### src/sv/fplmi_pkg.sv
// ----------------------------------------------------------------------------
// fplmi_pkg
// Shared types, constants and the control store of the page map inserter.
// ----------------------------------------------------------------------------
package fplmi_pkg;

    localparam int TABLE_PAGES_DEF = 64;

    localparam int ENTRY_W = 64;
    localparam int IDX_W   = 9;
    localparam int FRAME_W = 40;
    localparam int VPAGE_W = 36;
    localparam int FLAGS_W = 12;
    localparam int LEAF_W  = 52;

    localparam logic [FLAGS_W-1:0] LINK_FLAGS = 12'h007;

    localparam logic [1:0] LEVEL_LAST_UPPER = 2'd2;
    localparam logic [1:0] LEVEL_LEAF       = 2'd3;

    typedef struct packed {
        logic [VPAGE_W-1:0] virtual_page;
        logic [FRAME_W-1:0] physical_frame;
        logic [FLAGS_W-1:0] page_flags;
    } map_req_t;

    typedef struct packed {
        logic              status;
        logic [1:0]        tables_created;
        logic [LEAF_W-1:0] leaf_entry;
    } map_rsp_t;

    typedef enum logic [2:0] {
        OP_NOP,
        OP_READ,
        OP_DESCEND,
        OP_LINK,
        OP_LEAF,
        OP_FAIL
    } op_t;

    typedef enum logic [2:0] {
        COND_NEVER,
        COND_ALWAYS,
        COND_NO_START,
        COND_ABSENT,
        COND_STRAY,
        COND_MORE_LEVELS,
        COND_FULL,
        COND_LEVELS_DONE
    } cond_t;

    typedef logic [3:0] upc_t;

    typedef struct packed {
        op_t   op;
        cond_t cond;
        upc_t  target;
    } ucode_t;

    // Datapath status seen by the sequencer's jump logic
    typedef struct packed {
        logic no_start;
        logic absent;
        logic stray;
        logic more_levels;
        logic full;
        logic levels_done;
    } cond_flags_t;

    localparam upc_t ST_IDLE    = 4'd0;
    localparam upc_t ST_READ    = 4'd1;
    localparam upc_t ST_TEST    = 4'd2;
    localparam upc_t ST_CHKPTR  = 4'd3;
    localparam upc_t ST_DESCEND = 4'd4;
    localparam upc_t ST_ROOM    = 4'd5;
    localparam upc_t ST_LOOP    = 4'd6;
    localparam upc_t ST_LINK    = 4'd7;
    localparam upc_t ST_LEAF    = 4'd8;
    localparam upc_t ST_FAIL    = 4'd9;

    // Jump to target when the condition holds, else fall through to the next step.
    function automatic ucode_t ucode_rom(upc_t pc);
        ucode_t w;
        case (pc)
            ST_IDLE:    w = '{op: OP_NOP,     cond: COND_NO_START,    target: ST_IDLE};
            ST_READ:    w = '{op: OP_READ,    cond: COND_NEVER,       target: ST_IDLE};
            ST_TEST:    w = '{op: OP_NOP,     cond: COND_ABSENT,      target: ST_ROOM};
            ST_CHKPTR:  w = '{op: OP_NOP,     cond: COND_STRAY,       target: ST_FAIL};
            ST_DESCEND: w = '{op: OP_DESCEND, cond: COND_MORE_LEVELS, target: ST_READ};
            ST_ROOM:    w = '{op: OP_NOP,     cond: COND_FULL,        target: ST_FAIL};
            ST_LOOP:    w = '{op: OP_NOP,     cond: COND_LEVELS_DONE, target: ST_LEAF};
            ST_LINK:    w = '{op: OP_LINK,    cond: COND_ALWAYS,      target: ST_LOOP};
            ST_LEAF:    w = '{op: OP_LEAF,    cond: COND_ALWAYS,      target: ST_IDLE};
            ST_FAIL:    w = '{op: OP_FAIL,    cond: COND_ALWAYS,      target: ST_IDLE};
            default:    w = '{op: OP_NOP,     cond: COND_ALWAYS,      target: ST_IDLE};
        endcase
        return w;
    endfunction

    function automatic logic [IDX_W-1:0] walk_index(logic [VPAGE_W-1:0] vp, logic [1:0] lvl);
        logic [IDX_W-1:0] r;
        case (lvl)
            2'd0:    r = vp[35:27];
            2'd1:    r = vp[26:18];
            2'd2:    r = vp[17:9];
            default: r = vp[8:0];
        endcase
        return r;
    endfunction

endpackage

### src/sv/fplmi_seq.sv
// ----------------------------------------------------------------------------
// fplmi_seq
// Microcode sequencer: step counter, control store lookup, conditional jumps.
// ----------------------------------------------------------------------------
module fplmi_seq (
    input  logic                   clk,
    input  logic                   rst_n,
    input  fplmi_pkg::cond_flags_t flags,
    output fplmi_pkg::ucode_t      ctl,
    output logic                   idle
);

    fplmi_pkg::upc_t pc_reg;
    fplmi_pkg::upc_t pc_next;
    logic            take;

    assign ctl  = fplmi_pkg::ucode_rom(pc_reg);
    assign idle = (pc_reg == fplmi_pkg::ST_IDLE);

    always_comb
    begin
        case (ctl.cond)
            fplmi_pkg::COND_NEVER:       take = 1'b0;
            fplmi_pkg::COND_ALWAYS:      take = 1'b1;
            fplmi_pkg::COND_NO_START:    take = flags.no_start;
            fplmi_pkg::COND_ABSENT:      take = flags.absent;
            fplmi_pkg::COND_STRAY:       take = flags.stray;
            fplmi_pkg::COND_MORE_LEVELS: take = flags.more_levels;
            fplmi_pkg::COND_FULL:        take = flags.full;
            fplmi_pkg::COND_LEVELS_DONE: take = flags.levels_done;
            default:                     take = 1'b1;
        endcase
    end

    always_comb
    begin
        if (take)
        begin
            pc_next = ctl.target;
        end
        else
        begin
            pc_next = pc_reg + 4'd1;
        end
    end

    always_ff @(posedge clk or negedge rst_n)
    begin
        if (!rst_n)
        begin
            pc_reg <= fplmi_pkg::ST_IDLE;
        end
        else
        begin
            pc_reg <= pc_next;
        end
    end

    // Leave idle only on a transfer
    a_idle_hold: assert property (@(posedge clk) disable iff (!rst_n)
        (idle && flags.no_start) |=> (pc_reg == fplmi_pkg::ST_IDLE))
        else $error("sequencer left idle without a transfer");

endmodule

### config.mk
export PLATFORM = sky130hd
export DESIGN_NAME = fplmi_seq
export DESIGN_NICKNAME = d
export VERILOG_FILES = /design/src/sv/fplmi_pkg.sv /design/src/sv/fplmi_seq.sv
export SDC_FILE = /design/constraint.sdc
export NUM_CORES = 1
export LEC_CHECK = 0
export ABC_AREA = 1
export BUFFER_PORTS_ARGS = -buffer_cell sky130_fd_sc_hd__buf_4
export CORE_AREA = 10 10 47 49
export CTS_CLUSTER_DIAMETER = 30
export DETAILED_ROUTE_END_ITERATION = 12
export DIE_AREA = 0 0 57 59
export PLACE_DENSITY = 0.67
export SYNTH_ARGS = -nofsm -noshare
export SYNTH_HDL_FRONTEND = slang
export SYNTH_SLANG_ARGS = --single-unit
### constraint.sdc
create_clock -name clk -period 1.8 [get_ports clk]
set_clock_uncertainty 0.05 [all_clocks]
set_input_delay 0.45 -clock clk [delete_from_list [all_inputs] [get_ports clk]]
set_output_delay 0.45 -clock clk [all_outputs]
set_load 0.01 [all_outputs]
==> results.py <==
metrics = {
    "synth": {
        "synth_area_leaders": "ha_1, dfrtp_1, nand2_1, nand3_1, inv_1",
        "synthCells": 79,
        "ys_ff_latch": 4,
        "synth_top_area_share_pct": 20.7,
        "yosysSeqAreaShare_pct": 18.4,
        "ys_warn_count": 0,
        "ys_types": 18,
        "synth_nets": 96,
        "yosysTopAreaCell": "ha_1",
        "synth_area_um2": 543,
        "syn_area_per_cell_um2": 6.87,
    },
    "critical_path": {
        "critPathLaunchType": "flip-flop",
        "worstRegToRegCells": 12,
        "critPathMaxStageDelay_ns": 0.39,
        "path_cells": "inv_2 > ha_4 > inv_2 > nand2_4 > nand2_4 > nor2_4 > buf_6",
        "rr_endpoint": "pc_reg[2]",
        "cp-startpoint": "pc_reg[0]",
        "critPathRequiredTime_ns": 1.30,
        "cp_data_arrival_time_ns": 1.36,
        "cp_max_fo": 3,
        "slowest_stage": "dfrtp_1",
        "timing.critical_path.to": "ctl[5]",
        "endpoint_kind": "output pin",
        "worst-setup-path-type": "reg2out",
        "r2r_start": "pc_reg[1]",
        "r2r_setup_slack_ns": 0.07,
    },
    "route": {
        "wl_per_cell_um": 13.6,
        "initialDrtViolationCount": 6,
        "drt_first_pass_iters": 4,
        "wl_um": 1790,
        "vias_per_cell": 4.72,
        "drcViolationCount": 0,
        "antenna_left": 0,
        "vias": 623,
    },
    "cells_and_area": {
        "largest_reg_flops": 4,
        "final_area_um2": 997,
        "drive_gt1_share_pct": 63.8,
        "final_net_count": 135,
        "synthToLayoutAreaGrowth_pct": 83.6,
        "num_antenna_cells": 0,
    },
    "floorplan": {
        "start_util_pct": 38.8,
        "core-area_um2": 1400,
        "rows": 14,
        "die_y_um": 59,
        "die_x_um": 57,
        "io_pins": 19,
        "die_area_um2": 3360,
    },
    "timing": {
        "fin_crit_ns": 1.86,
        "fmax_mhz": 537,
        "worst_slew_pin_slew_ns": 0.220,
        "finalHoldViolations": 0,
        "setup_viol": 8,
        "rsz0062_at_grt": "yes",
        "post-route-period-util_pct": 103,
        "fin_ws_ns": -0.0619,
        "slew_violations": 0,
        "slew_headroom_pct": 85.3,
    },
    "cts": {
        "clkSinkCount": 4,
        "clockRootBuffer": "clkbuf_4",
        "clk_latency_ns": 0.23,
        "clk_path_buf_depth": 2,
        "clk_pin_slew_worst_paths_ns": 0.03,
        "cts_max_level": 1,
        "cts_tree": "done",
        "cts_buffers": 3,
    },
    "run": {
        "max-cap-violations": 0,
    },
    "global_routing": {
        "antenna_found_initial": 0,
        "grt_overflow": 0,
        "grt_first_pass_wirelength_um": 2630,
        "grt_max_degree": 10,
        "grt_pass1_vias": 637,
        "grt_usage_pct": 9.34,
    },
    "placed_design": {
        "placed_area_um2": 736,
        "io_buffers": 18,
        "dp_hpwl_um": 1250,
        "gp_congestion": 0.832,
    },
    "outcome": {
        "outcome": "finished with violations",
        "violations": "negative setup slack",
    },
    "pwr": {
        "power.density_nw_per_um2": 2060,
        "ir_drop_mv": 1.07,
        "p_leak_nw": 0.538,
        "report.power.total_mw": 2.05,
    },
    "min_path": {
        "hp-class": "in2async",
    },
}
-- layout make-up --
type	count	area [µm²]
Clock buffer	3	22.5
Tap cell	16	20.0
Inverter	15	56.3
Fill cell	115	404
Multi-Input combinational cell	60	513
Timing Repair Buffer	34	284
Sequential cell	4	101
-- placed cells by master, fill, tap and decap left out, drive strengths merged --
master and count:
nor2 6, a21oi 2, buf 33, dfrtp 4
ha 9, nand3 11, dlygate4sd3 1, clkbuf 3
nand4 2, inv 15, xor2 1, or2 1
nand2 28
-- what timing repair did --
item                                   4_1_cts  5_1_grt
endpoints found under the hold margin        4        0
buffers inserted                             3        7
resized for setup                           10       29
gates cloned                                 0        0
pin swaps                                    5        9
setup endpoints to repair                    9       13
hold buffers                                 1        0
-- power breakdown --
part           total (mW)  leakage [nW]  internal, mW  switching (mW)
clock               0.108        0.0138        0.0744          0.0337
combinational        1.76         0.475         0.828           0.930
sequential          0.185        0.0494         0.136          0.0493
-- cell usage after synthesis --
cell type and instances:
a21oi_1 1, a21oi_2 1, dfrtp_1 4, ha_1 9, inv_1 12, inv_2 3, nand2_1 21, nand2_2 6
nand2_4 1, nand3_1 9, nand3_2 1, nand3_4 1, nand4_1 2, nor2_1 4, nor2_2 1, nor2_4 1
or2_1 1, xor2_1 1
-- cell families (layout without fill, tap and decap cells) --
logic type,Yosys count,in the layout,share of synthesized area [%]
XOR/XNOR,1,1,1.61
AO/OA/AOI/OAI,2,2,2.53
adder cells (fa/ha/maj),9,9,20.7
AND/OR/NAND/NOR,48,48,46.3
buffers and inverters,15,52,10.4
flip-flops,4,4,18.4
-- worst min path at each step --
stage / end / slack (ns) / cells after the start
final: pc_reg[0] / 0.50 / 2
after global routing: pc_reg[0] / 0.50 / 2
after CTS: pc_reg[3] / 0.49 / 2
after detailed placement: pc_reg[0] / 0.20 / 1
after global placement: pc_reg[2] / 0.20 / 1
after floorplan: pc_reg[0] / 0.10 / 0
-- critical path, delay by kind of cell (launching register included) --
kind,cells,cell delay [ns]
adders and majority gates,1,0.27
buffers and inverters,3,0.22
DFF,1,0.39
and+or+nand+nor,3,0.24
-- per-layer routing --
metal	global-route usage, %	up-vias	routed length, µm
met2	18.1	7	1050
met4	4.36	0	16
met3	1.29	2	52
met1	9.52	293	675
li1	-	321	-
met5	0	-	0
-- stage by stage --
stage / utilization (%) / hold slack, ns / cells / setup slack (ns) / TNS, ns
after floorplan: - / 0.104 / 79 / 0.0449 / 0
after global placement: 52.5 / 0.197 / 118 / 0.0846 / 0
after detailed placement: 52.5 / 0.198 / 118 / 0.0579 / 0
after CTS: 59.0 / 0.490 / 125 / -0.104 / -0.521
after global routing: 71.2 / 0.500 / 132 / -0.133 / -1.22
final: 71.2 / 0.499 / 132 / -0.0619 / -0.302
Note: power is estimated with default switching activity, not from simulation.
