[src/sv/fplmi_pkg.sv]
// ----------------------------------------------------------------------------
// fplmi_pkg
// Shared types, constants and the control store of the page map inserter.
// ----------------------------------------------------------------------------
package fplmi_pkg;

    localparam int TABLE_PAGES_DEF = 64;

    localparam int ENTRY_W = 64;
    localparam int IDX_W   = 9;
    localparam int FRAME_W = 40;
    localparam int VPAGE_W = 36;
    localparam int FLAGS_W = 12;
    localparam int LEAF_W  = 52;

    localparam logic [FLAGS_W-1:0] LINK_FLAGS = 12'h007;

    localparam logic [1:0] LEVEL_LAST_UPPER = 2'd2;
    localparam logic [1:0] LEVEL_LEAF       = 2'd3;

    typedef struct packed {
        logic [VPAGE_W-1:0] virtual_page;
        logic [FRAME_W-1:0] physical_frame;
        logic [FLAGS_W-1:0] page_flags;
    } map_req_t;

    typedef struct packed {
        logic              status;
        logic [1:0]        tables_created;
        logic [LEAF_W-1:0] leaf_entry;
    } map_rsp_t;

    typedef enum logic [2:0] {
        OP_NOP,
        OP_READ,
        OP_DESCEND,
        OP_LINK,
        OP_LEAF,
        OP_FAIL
    } op_t;

    typedef enum logic [2:0] {
        COND_NEVER,
        COND_ALWAYS,
        COND_NO_START,
        COND_ABSENT,
        COND_STRAY,
        COND_MORE_LEVELS,
        COND_FULL,
        COND_LEVELS_DONE
    } cond_t;

    typedef logic [3:0] upc_t;

    typedef struct packed {
        op_t   op;
        cond_t cond;
        upc_t  target;
    } ucode_t;

    // Datapath status seen by the sequencer's jump logic
    typedef struct packed {
        logic no_start;
        logic absent;
        logic stray;
        logic more_levels;
        logic full;
        logic levels_done;
    } cond_flags_t;

    localparam upc_t ST_IDLE    = 4'd0;
    localparam upc_t ST_READ    = 4'd1;
    localparam upc_t ST_TEST    = 4'd2;
    localparam upc_t ST_CHKPTR  = 4'd3;
    localparam upc_t ST_DESCEND = 4'd4;
    localparam upc_t ST_ROOM    = 4'd5;
    localparam upc_t ST_LOOP    = 4'd6;
    localparam upc_t ST_LINK    = 4'd7;
    localparam upc_t ST_LEAF    = 4'd8;
    localparam upc_t ST_FAIL    = 4'd9;

    // Jump to target when the condition holds, else fall through to the next step.
    function automatic ucode_t ucode_rom(upc_t pc);
        ucode_t w;
        case (pc)
            ST_IDLE:    w = '{op: OP_NOP,     cond: COND_NO_START,    target: ST_IDLE};
            ST_READ:    w = '{op: OP_READ,    cond: COND_NEVER,       target: ST_IDLE};
            ST_TEST:    w = '{op: OP_NOP,     cond: COND_ABSENT,      target: ST_ROOM};
            ST_CHKPTR:  w = '{op: OP_NOP,     cond: COND_STRAY,       target: ST_FAIL};
            ST_DESCEND: w = '{op: OP_DESCEND, cond: COND_MORE_LEVELS, target: ST_READ};
            ST_ROOM:    w = '{op: OP_NOP,     cond: COND_FULL,        target: ST_FAIL};
            ST_LOOP:    w = '{op: OP_NOP,     cond: COND_LEVELS_DONE, target: ST_LEAF};
            ST_LINK:    w = '{op: OP_LINK,    cond: COND_ALWAYS,      target: ST_LOOP};
            ST_LEAF:    w = '{op: OP_LEAF,    cond: COND_ALWAYS,      target: ST_IDLE};
            ST_FAIL:    w = '{op: OP_FAIL,    cond: COND_ALWAYS,      target: ST_IDLE};
            default:    w = '{op: OP_NOP,     cond: COND_ALWAYS,      target: ST_IDLE};
        endcase
        return w;
    endfunction

    function automatic logic [IDX_W-1:0] walk_index(logic [VPAGE_W-1:0] vp, logic [1:0] lvl);
        logic [IDX_W-1:0] r;
        case (lvl)
            2'd0:    r = vp[35:27];
            2'd1:    r = vp[26:18];
            2'd2:    r = vp[17:9];
            default: r = vp[8:0];
        endcase
        return r;
    endfunction

endpackage

[src/sv/fplmi_dp.sv]
// ----------------------------------------------------------------------------
// fplmi_dp
// Walk datapath: request, page, level and allocator registers, table memory
// port control, clearing sweep after reset, and the result register.
// ----------------------------------------------------------------------------
module fplmi_dp #(
    parameter int TABLE_PAGES = fplmi_pkg::TABLE_PAGES_DEF,
    parameter int ADDR_W      = $clog2(TABLE_PAGES * 512)
) (
    input  logic                              clk,
    input  logic                              rst_n,
    input  logic                              start,
    input  fplmi_pkg::map_req_t               req,
    input  logic                              cfg_we,
    input  logic [fplmi_pkg::FRAME_W-1:0]     cfg_data,
    input  fplmi_pkg::ucode_t                 ctl,
    input  logic                              seq_idle,
    output fplmi_pkg::cond_flags_t            flags,
    output logic                              busy,
    output logic                              done,
    output fplmi_pkg::map_rsp_t               rsp,
    output logic                              ram_we,
    output logic                              ram_re,
    output logic [ADDR_W-1:0]                 ram_addr,
    output logic [fplmi_pkg::ENTRY_W-1:0]     ram_wdata,
    input  logic [fplmi_pkg::ENTRY_W-1:0]     ram_rdata
);

    localparam int PAGE_W = (TABLE_PAGES > 1) ? $clog2(TABLE_PAGES) : 1;
    localparam int NF_W   = $clog2(TABLE_PAGES + 1);
    localparam int NS_W   = NF_W + 1;
    localparam int FW     = fplmi_pkg::FRAME_W;
    localparam logic [ADDR_W-1:0] LAST_ADDR = ADDR_W'(TABLE_PAGES * 512 - 1);

    fplmi_pkg::map_req_t          req_reg;
    logic [PAGE_W-1:0]            page_reg,      page_next;
    logic [1:0]                   level_reg,     level_next;
    logic [1:0]                   created_reg,   created_next;
    logic [NF_W-1:0]              next_free_reg, next_free_next;
    logic [FW-1:0]                base_reg;
    logic                         clearing_reg;
    logic [ADDR_W-1:0]            clear_addr_reg;
    logic                         done_reg,      done_next;
    fplmi_pkg::map_rsp_t          rsp_reg,       rsp_next;

    logic                         accept;
    logic [FW-1:0]                ptr_page;
    logic [FW-1:0]                link_frame;
    logic [NS_W-1:0]              need_sum;
    logic [fplmi_pkg::IDX_W-1:0]  cur_idx;
    logic [fplmi_pkg::IDX_W-1:0]  leaf_idx;

    assign busy   = !seq_idle || clearing_reg;
    assign accept = start && !busy;

    assign ptr_page   = ram_rdata[51:12] - base_reg;
    assign link_frame = base_reg + FW'(next_free_reg);
    assign need_sum   = NS_W'(next_free_reg) + NS_W'(fplmi_pkg::LEVEL_LEAF - level_reg);
    assign cur_idx    = fplmi_pkg::walk_index(req_reg.virtual_page, level_reg);
    assign leaf_idx   = fplmi_pkg::walk_index(req_reg.virtual_page, fplmi_pkg::LEVEL_LEAF);

    always_comb
    begin
        flags.no_start    = !accept;
        flags.absent      = !ram_rdata[0];
        flags.stray       = (ptr_page >= FW'(next_free_reg));
        flags.more_levels = (level_reg < fplmi_pkg::LEVEL_LAST_UPPER);
        flags.full        = (need_sum > NS_W'(TABLE_PAGES));
        flags.levels_done = (level_reg == fplmi_pkg::LEVEL_LEAF);
    end

    always_comb
    begin
        page_next      = page_reg;
        level_next     = level_reg;
        created_next   = created_reg;
        next_free_next = next_free_reg;
        done_next      = 1'b0;
        rsp_next       = rsp_reg;
        ram_we         = 1'b0;
        ram_re         = 1'b0;
        ram_addr       = {page_reg, cur_idx};
        ram_wdata      = '0;
        if (clearing_reg)
        begin
            ram_we   = 1'b1;
            ram_addr = clear_addr_reg;
        end
        else if (accept)
        begin
            page_next    = '0;
            level_next   = '0;
            created_next = '0;
        end
        else
        begin
            case (ctl.op)
                fplmi_pkg::OP_READ:
                begin
                    ram_re = 1'b1;
                end
                fplmi_pkg::OP_DESCEND:
                begin
                    page_next  = ptr_page[PAGE_W-1:0];
                    level_next = level_reg + 2'd1;
                end
                fplmi_pkg::OP_LINK:
                begin
                    // Point the missing entry at a fresh, already zero page
                    ram_we         = 1'b1;
                    ram_wdata      = {12'b0, link_frame, fplmi_pkg::LINK_FLAGS};
                    page_next      = next_free_reg[PAGE_W-1:0];
                    next_free_next = next_free_reg + NF_W'(1);
                    level_next     = level_reg + 2'd1;
                    created_next   = created_reg + 2'd1;
                end
                fplmi_pkg::OP_LEAF:
                begin
                    ram_we    = 1'b1;
                    ram_addr  = {page_reg, leaf_idx};
                    ram_wdata = {12'b0, req_reg.physical_frame, req_reg.page_flags};
                    done_next = 1'b1;
                    rsp_next.status         = 1'b0;
                    rsp_next.tables_created = created_reg;
                    rsp_next.leaf_entry     = {req_reg.physical_frame, req_reg.page_flags};
                end
                fplmi_pkg::OP_FAIL:
                begin
                    done_next = 1'b1;
                    rsp_next.status         = 1'b1;
                    rsp_next.tables_created = '0;
                    rsp_next.leaf_entry     = '0;
                end
                default:
                begin
                end
            endcase
        end
    end

    always_ff @(posedge clk or negedge rst_n)
    begin
        if (!rst_n)
        begin
            page_reg       <= '0;
            level_reg      <= '0;
            created_reg    <= '0;
            next_free_reg  <= NF_W'(1);
            base_reg       <= '0;
            clearing_reg   <= 1'b1;
            clear_addr_reg <= '0;
            done_reg       <= 1'b0;
        end
        else
        begin
            page_reg      <= page_next;
            level_reg     <= level_next;
            created_reg   <= created_next;
            next_free_reg <= next_free_next;
            done_reg      <= done_next;
            if (cfg_we)
            begin
                base_reg <= cfg_data;
            end
            if (clearing_reg)
            begin
                clear_addr_reg <= clear_addr_reg + ADDR_W'(1);
                if (clear_addr_reg == LAST_ADDR)
                begin
                    clearing_reg <= 1'b0;
                end
            end
        end
    end

    always_ff @(posedge clk)
    begin
        if (accept)
        begin
            req_reg <= req;
        end
        rsp_reg <= rsp_next;
    end

    assign done = done_reg;
    assign rsp  = rsp_reg;

    a_link_room: assert property (@(posedge clk) disable iff (!rst_n)
        (!clearing_reg && ctl.op == fplmi_pkg::OP_LINK) |-> (next_free_reg < NF_W'(TABLE_PAGES)))
        else $error("table page allocated beyond the table memory");

    a_level_bound: assert property (@(posedge clk) disable iff (!rst_n)
        (!clearing_reg && (ctl.op == fplmi_pkg::OP_DESCEND || ctl.op == fplmi_pkg::OP_LINK))
        |-> (level_reg != fplmi_pkg::LEVEL_LEAF))
        else $error("walk advanced past the leaf level");

    a_walk_restart: assert property (@(posedge clk) disable iff (!rst_n)
        accept |=> (level_reg == 2'd0 && page_reg == '0 && created_reg == 2'd0))
        else $error("walk did not restart at the root");

endmodule

[config.mk]
export PLATFORM = sky130hd
export DESIGN_NAME = fplmi_dp
export DESIGN_NICKNAME = d
export VERILOG_FILES = /design/src/sv/fplmi_pkg.sv /design/src/sv/fplmi_dp.sv
export SDC_FILE = /design/constraint.sdc
export NUM_CORES = 1
export LEC_CHECK = 0
export BUFFER_PORTS_ARGS = -buffer_cell sky130_fd_sc_hd__buf_2
export CAP_MARGIN = 40
export CORE_ASPECT_RATIO = 1.25
export CORE_MARGIN = 3
export CORE_UTILIZATION = 25
export CTS_CLUSTER_SIZE = 10
export DETAILED_ROUTE_END_ITERATION = 12
export PLACE_DENSITY = 0.5
export SYNTH_ARGS = -nofsm -noshare
export SYNTH_HDL_FRONTEND = slang
export SYNTH_SLANG_ARGS = --single-unit
[constraint.sdc]
create_clock -name clk -period 4.47 [get_ports clk]
set_input_delay 0.447 -clock clk [delete_from_list [all_inputs] [get_ports clk]]
set_output_delay 0.447 -clock clk [all_outputs]
set_load 0.1 [all_outputs]
==> summary.md <==
| Metric | Value |
|---|---|
| Status | `finished, violations left` |
| Clock transition at path regs | `0.06 ns` |
| Seq pwr share | `0.356` |
| Die height | `around 250 um` |
| Detailed Place HPWL | `roughly 35000 um` |
| Drt wl/cell | `18.9 um` |
| Initial DRC Count | `approximately 760` |
| Post-Syn Area | `12200 um^2` |
| Final WL | `around 43000 um` |
| Post-synth EDFFs | `143` |
| Clock sink count | `roughly 220` |
| Worst Tran Pin Value | `a little under 0.9 ns` |
| Critical path data required time | `~4 ns` |
| Clock Power Share | `0.296` |
| Pint | `~0.0042 W` |
| CTS Buf Count | `26` |
| FF-to-FF path depth | `8` |
| CTS max path bufs | `3` |
| GRT Overall Usage | `0.160` |
| Fin cells | `2286` |
| Comb pwr share | `0.348` |
| Share of post-route cells with drive strength above 1 | `0.336` |
| Final Net Count | `between 1500 and 2000` |
| RSZ-0062 raised after global routing | `true` |
| Setup crit end kind | `output pin` |
| Slew Viols, Final | `0` |
| Clk_lat worst skew | `around 0.53 ns` |
| Core Region | `~48000 um^2` |
| Global route overflow | `0` |
| Area of the die | `51500 um^2` |
| Total power | `roughly 0.0066 W` |
| Vias | `about 11000` |
| Switching power total | `0.00244 W` |
| Final Worst Setup Slack | `-0.448 ns` |
| P&R area growth vs syn | `39.8%` |
| Routability Congestion | `around 0.94` |
| Cells after synthesis | `1213` |
| F_max | `roughly 200 MHz` |
| Worst Hold Class | `in -> reg` |
| Most frequent cells in the layout | `buf_2, nand2_1, edfxtp_1` |
| Async SR Flop Fraction | `0.341` |
| R2R Path Start | `clearing_reg` |
| CTS tree | `done` |
| Final hold slack | `about 0.088 ns` |
| Distinct cells, synth | `67` |
| R2R setup slack | `1.47 ns` |
| H-tree depth | `1` |
| First-pass GRT wire length | `about 64000 um` |
| DRT Pass-1 Iters | `5` |
| Chip Width | `between 200 and 250 um` |
| CTS root buffer | `clkbuf_16` |
| Total negative setup slack | `-0.448 ns` |
| Yosys Warn Count | `0` |
| Max reg flops | `79` |
| Pleak | `around 7.3 nW` |
| Final hold violation count | `0` |
| Crit path from | `base_reg[0]` |
| Post-route ant nets | `0` |
| Final period util | `1.10` |
| Violations in the final reports | `setup timing` |
| Maximum VDD drop | `about 0.19 mV` |
| WHS Path Cells | `1` |
| Sw Share | `0.368` |
| Largest net degree at the start of global routing | `65` |
| Synth Area per Inst | `10.1 um^2` |
| Max-cap violations | `0` |
| P per Cell Area | `389 nW/um^2` |
| # setup viols final | `1` |
| Antenna violations before repair | `6` |
| Sequential share of the synthesized area | `0.504` |
| IO Pins | `around 350` |
| DRC | `0` |
| Worst rel slew slack | `0.409` |
| Max FO, Critical Path | `2` |
| Clock Skews | `~0.0089 ns` |
| Placed Cells | `approximately 2200` |
| Pre-CTS setup slack | `-0.454 ns` |
| Worst Min Path Start | `req[39]` |
| Worst setup SP type | `flop` |
| Initial Util | `0.255` |
| CP Class | `reg -> out` |
| Flops & latches, synth | `between 200 and 250` |
| Fin crit period | `4.92 ns` |
| Port bufs | `approximately 310` |
| Row cnt | `between 80 and 90` |
| Ys flop type | `edfxtp_1` |
| Most common cell after layout, fill and taps aside | `buf_2` |
| Worst Path Arrival | `around 4.5 ns` |
| Number of global-route vias before repair | `between 10000 and 15000` |
| Number of vias per cell | `4.65` |
-- repair_timing --
item                                    CTS  global route
endpoints found under the setup margin    2             2
hold buffers                              1             0
gates resized for setup                   8             6
endpoints found under the hold margin    31             0
buffers inserted                          2             0
pin swaps                                 9             4
-- routing by layer --
| metal | up-vias | part of all wire | GRT usage |
|---|---|---|---|
| li1 | 5159 | - | - |
| met1 | 5038 | 0.42 | 0.202 |
| met2 | 330 | 0.48 | 0.274 |
| met3 | 90 | 0.057 | 0.0231 |
| met4 | 2 | 0.039 | 0.0653 |
| met5 | - | 0.00026 | 0 |
-- kinds of logic (layout without fill, tap and decap cells) --
| kind of cell | after synthesis | in the layout | synth area share |
|---|---|---|---|
| XOR/XNOR | 78 | 78 | 0.0560 |
| flip-flops | 217 | 217 | 0.504 |
| AO/OA/AOI/OAI | 302 | 302 | 0.152 |
| adder cells (fa/ha/maj) | 64 | 64 | 0.0675 |
| buffers and inverters | 132 | 552 | 0.0456 |
| multiplexers | 19 | 19 | 0.0166 |
| AND/OR/NAND/NOR | 400 | 400 | 0.158 |
| other | 1 | 17 | 0.000307 |
-- per-stage QoR --
step                       util  instance area [um^2]
after detailed placement  0.339                 16200
after floorplan               -                 12600
final                     0.357                 17100
after global routing      0.357                 17100
after global placement    0.338                 16100
after CTS                 0.356                 17000
-- power by group through the flow --
stage               clock (W)  sequential (W)  combinational (W)
finish                0.00196         0.00236            0.00231
detailed placement          0         0.00240            0.00230
global route          0.00210         0.00237            0.00249
global placement            0         0.00240            0.00228
floorplan                   0         0.00254            0.00137
CTS                   0.00203         0.00236            0.00231
-- worst max-delay path, stage by stage (launching register included) --
cell       delay, ns
dfrtp_1         0.40
ha_4            0.18
fa_2            0.34
nand2b_4        0.15
a21o_1          0.22
nand2_2         0.08
xor2_1          0.07
ha_2            0.19
a21oi_2         0.10
o21a_1          0.14
o2111ai_2       0.12
nor3_2          0.12
nand4b_1        0.11
or4_4           0.53
or4_4           0.50
nor4_4          0.24
nand4_1         0.22
buf_8           0.24
-- synthesized netlist by cell type (all sizes together) (5+ instances only) --
master	count	area share
o21bai	8	0.0058
xnor2	64	0.046
or4	7	0.0043
a222oi	10	0.0082
nor4	8	0.0041
and2	55	0.028
a31o	5	0.0036
mux2i	9	0.0074
and3	21	0.011
o21ai	129	0.053
ha	61	0.063
xor2	14	0.010
nand3	21	0.0086
o31ai	7	0.0043
a31oi	8	0.0041
inv	64	0.020
o211ai	9	0.0055
clkbuf	42	0.013
nand4	25	0.013
nand2	161	0.050
edfxtp	143	0.35
mux2	10	0.0092
a22oi	5	0.0031
a21o	22	0.014
nor2	57	0.018
nand2b	12	0.0062
dfrtp	72	0.15
buf	25	0.013
nor3	20	0.0086
o21a	7	0.0043
a211oi	9	0.0064
a21oi	66	0.028
-- area by class of cell --
cell class	instances	area, um^2
inverter	65	260
multi-input combinational	875	6000
antenna	5	12.5
timing repair buffer	440	3060
fill	4813	30700
clock inverter	2	23.8
tap	637	797
sequential	217	6150
clock buffer	45	752
-- path summary, 6_finish.rpt --
| path | endpoint |
|---|---|
| hold reg to reg | page_reg[0] |
| max in group asynchronous | base_reg[31] |
| setup / recovery | flags[3] |
| hold / removal | req_reg[39] |
| min in group asynchronous | base_reg[0] |
| setup reg to reg | next_free_reg[5] |
Note: power is estimated with default switching activity, not from simulation.
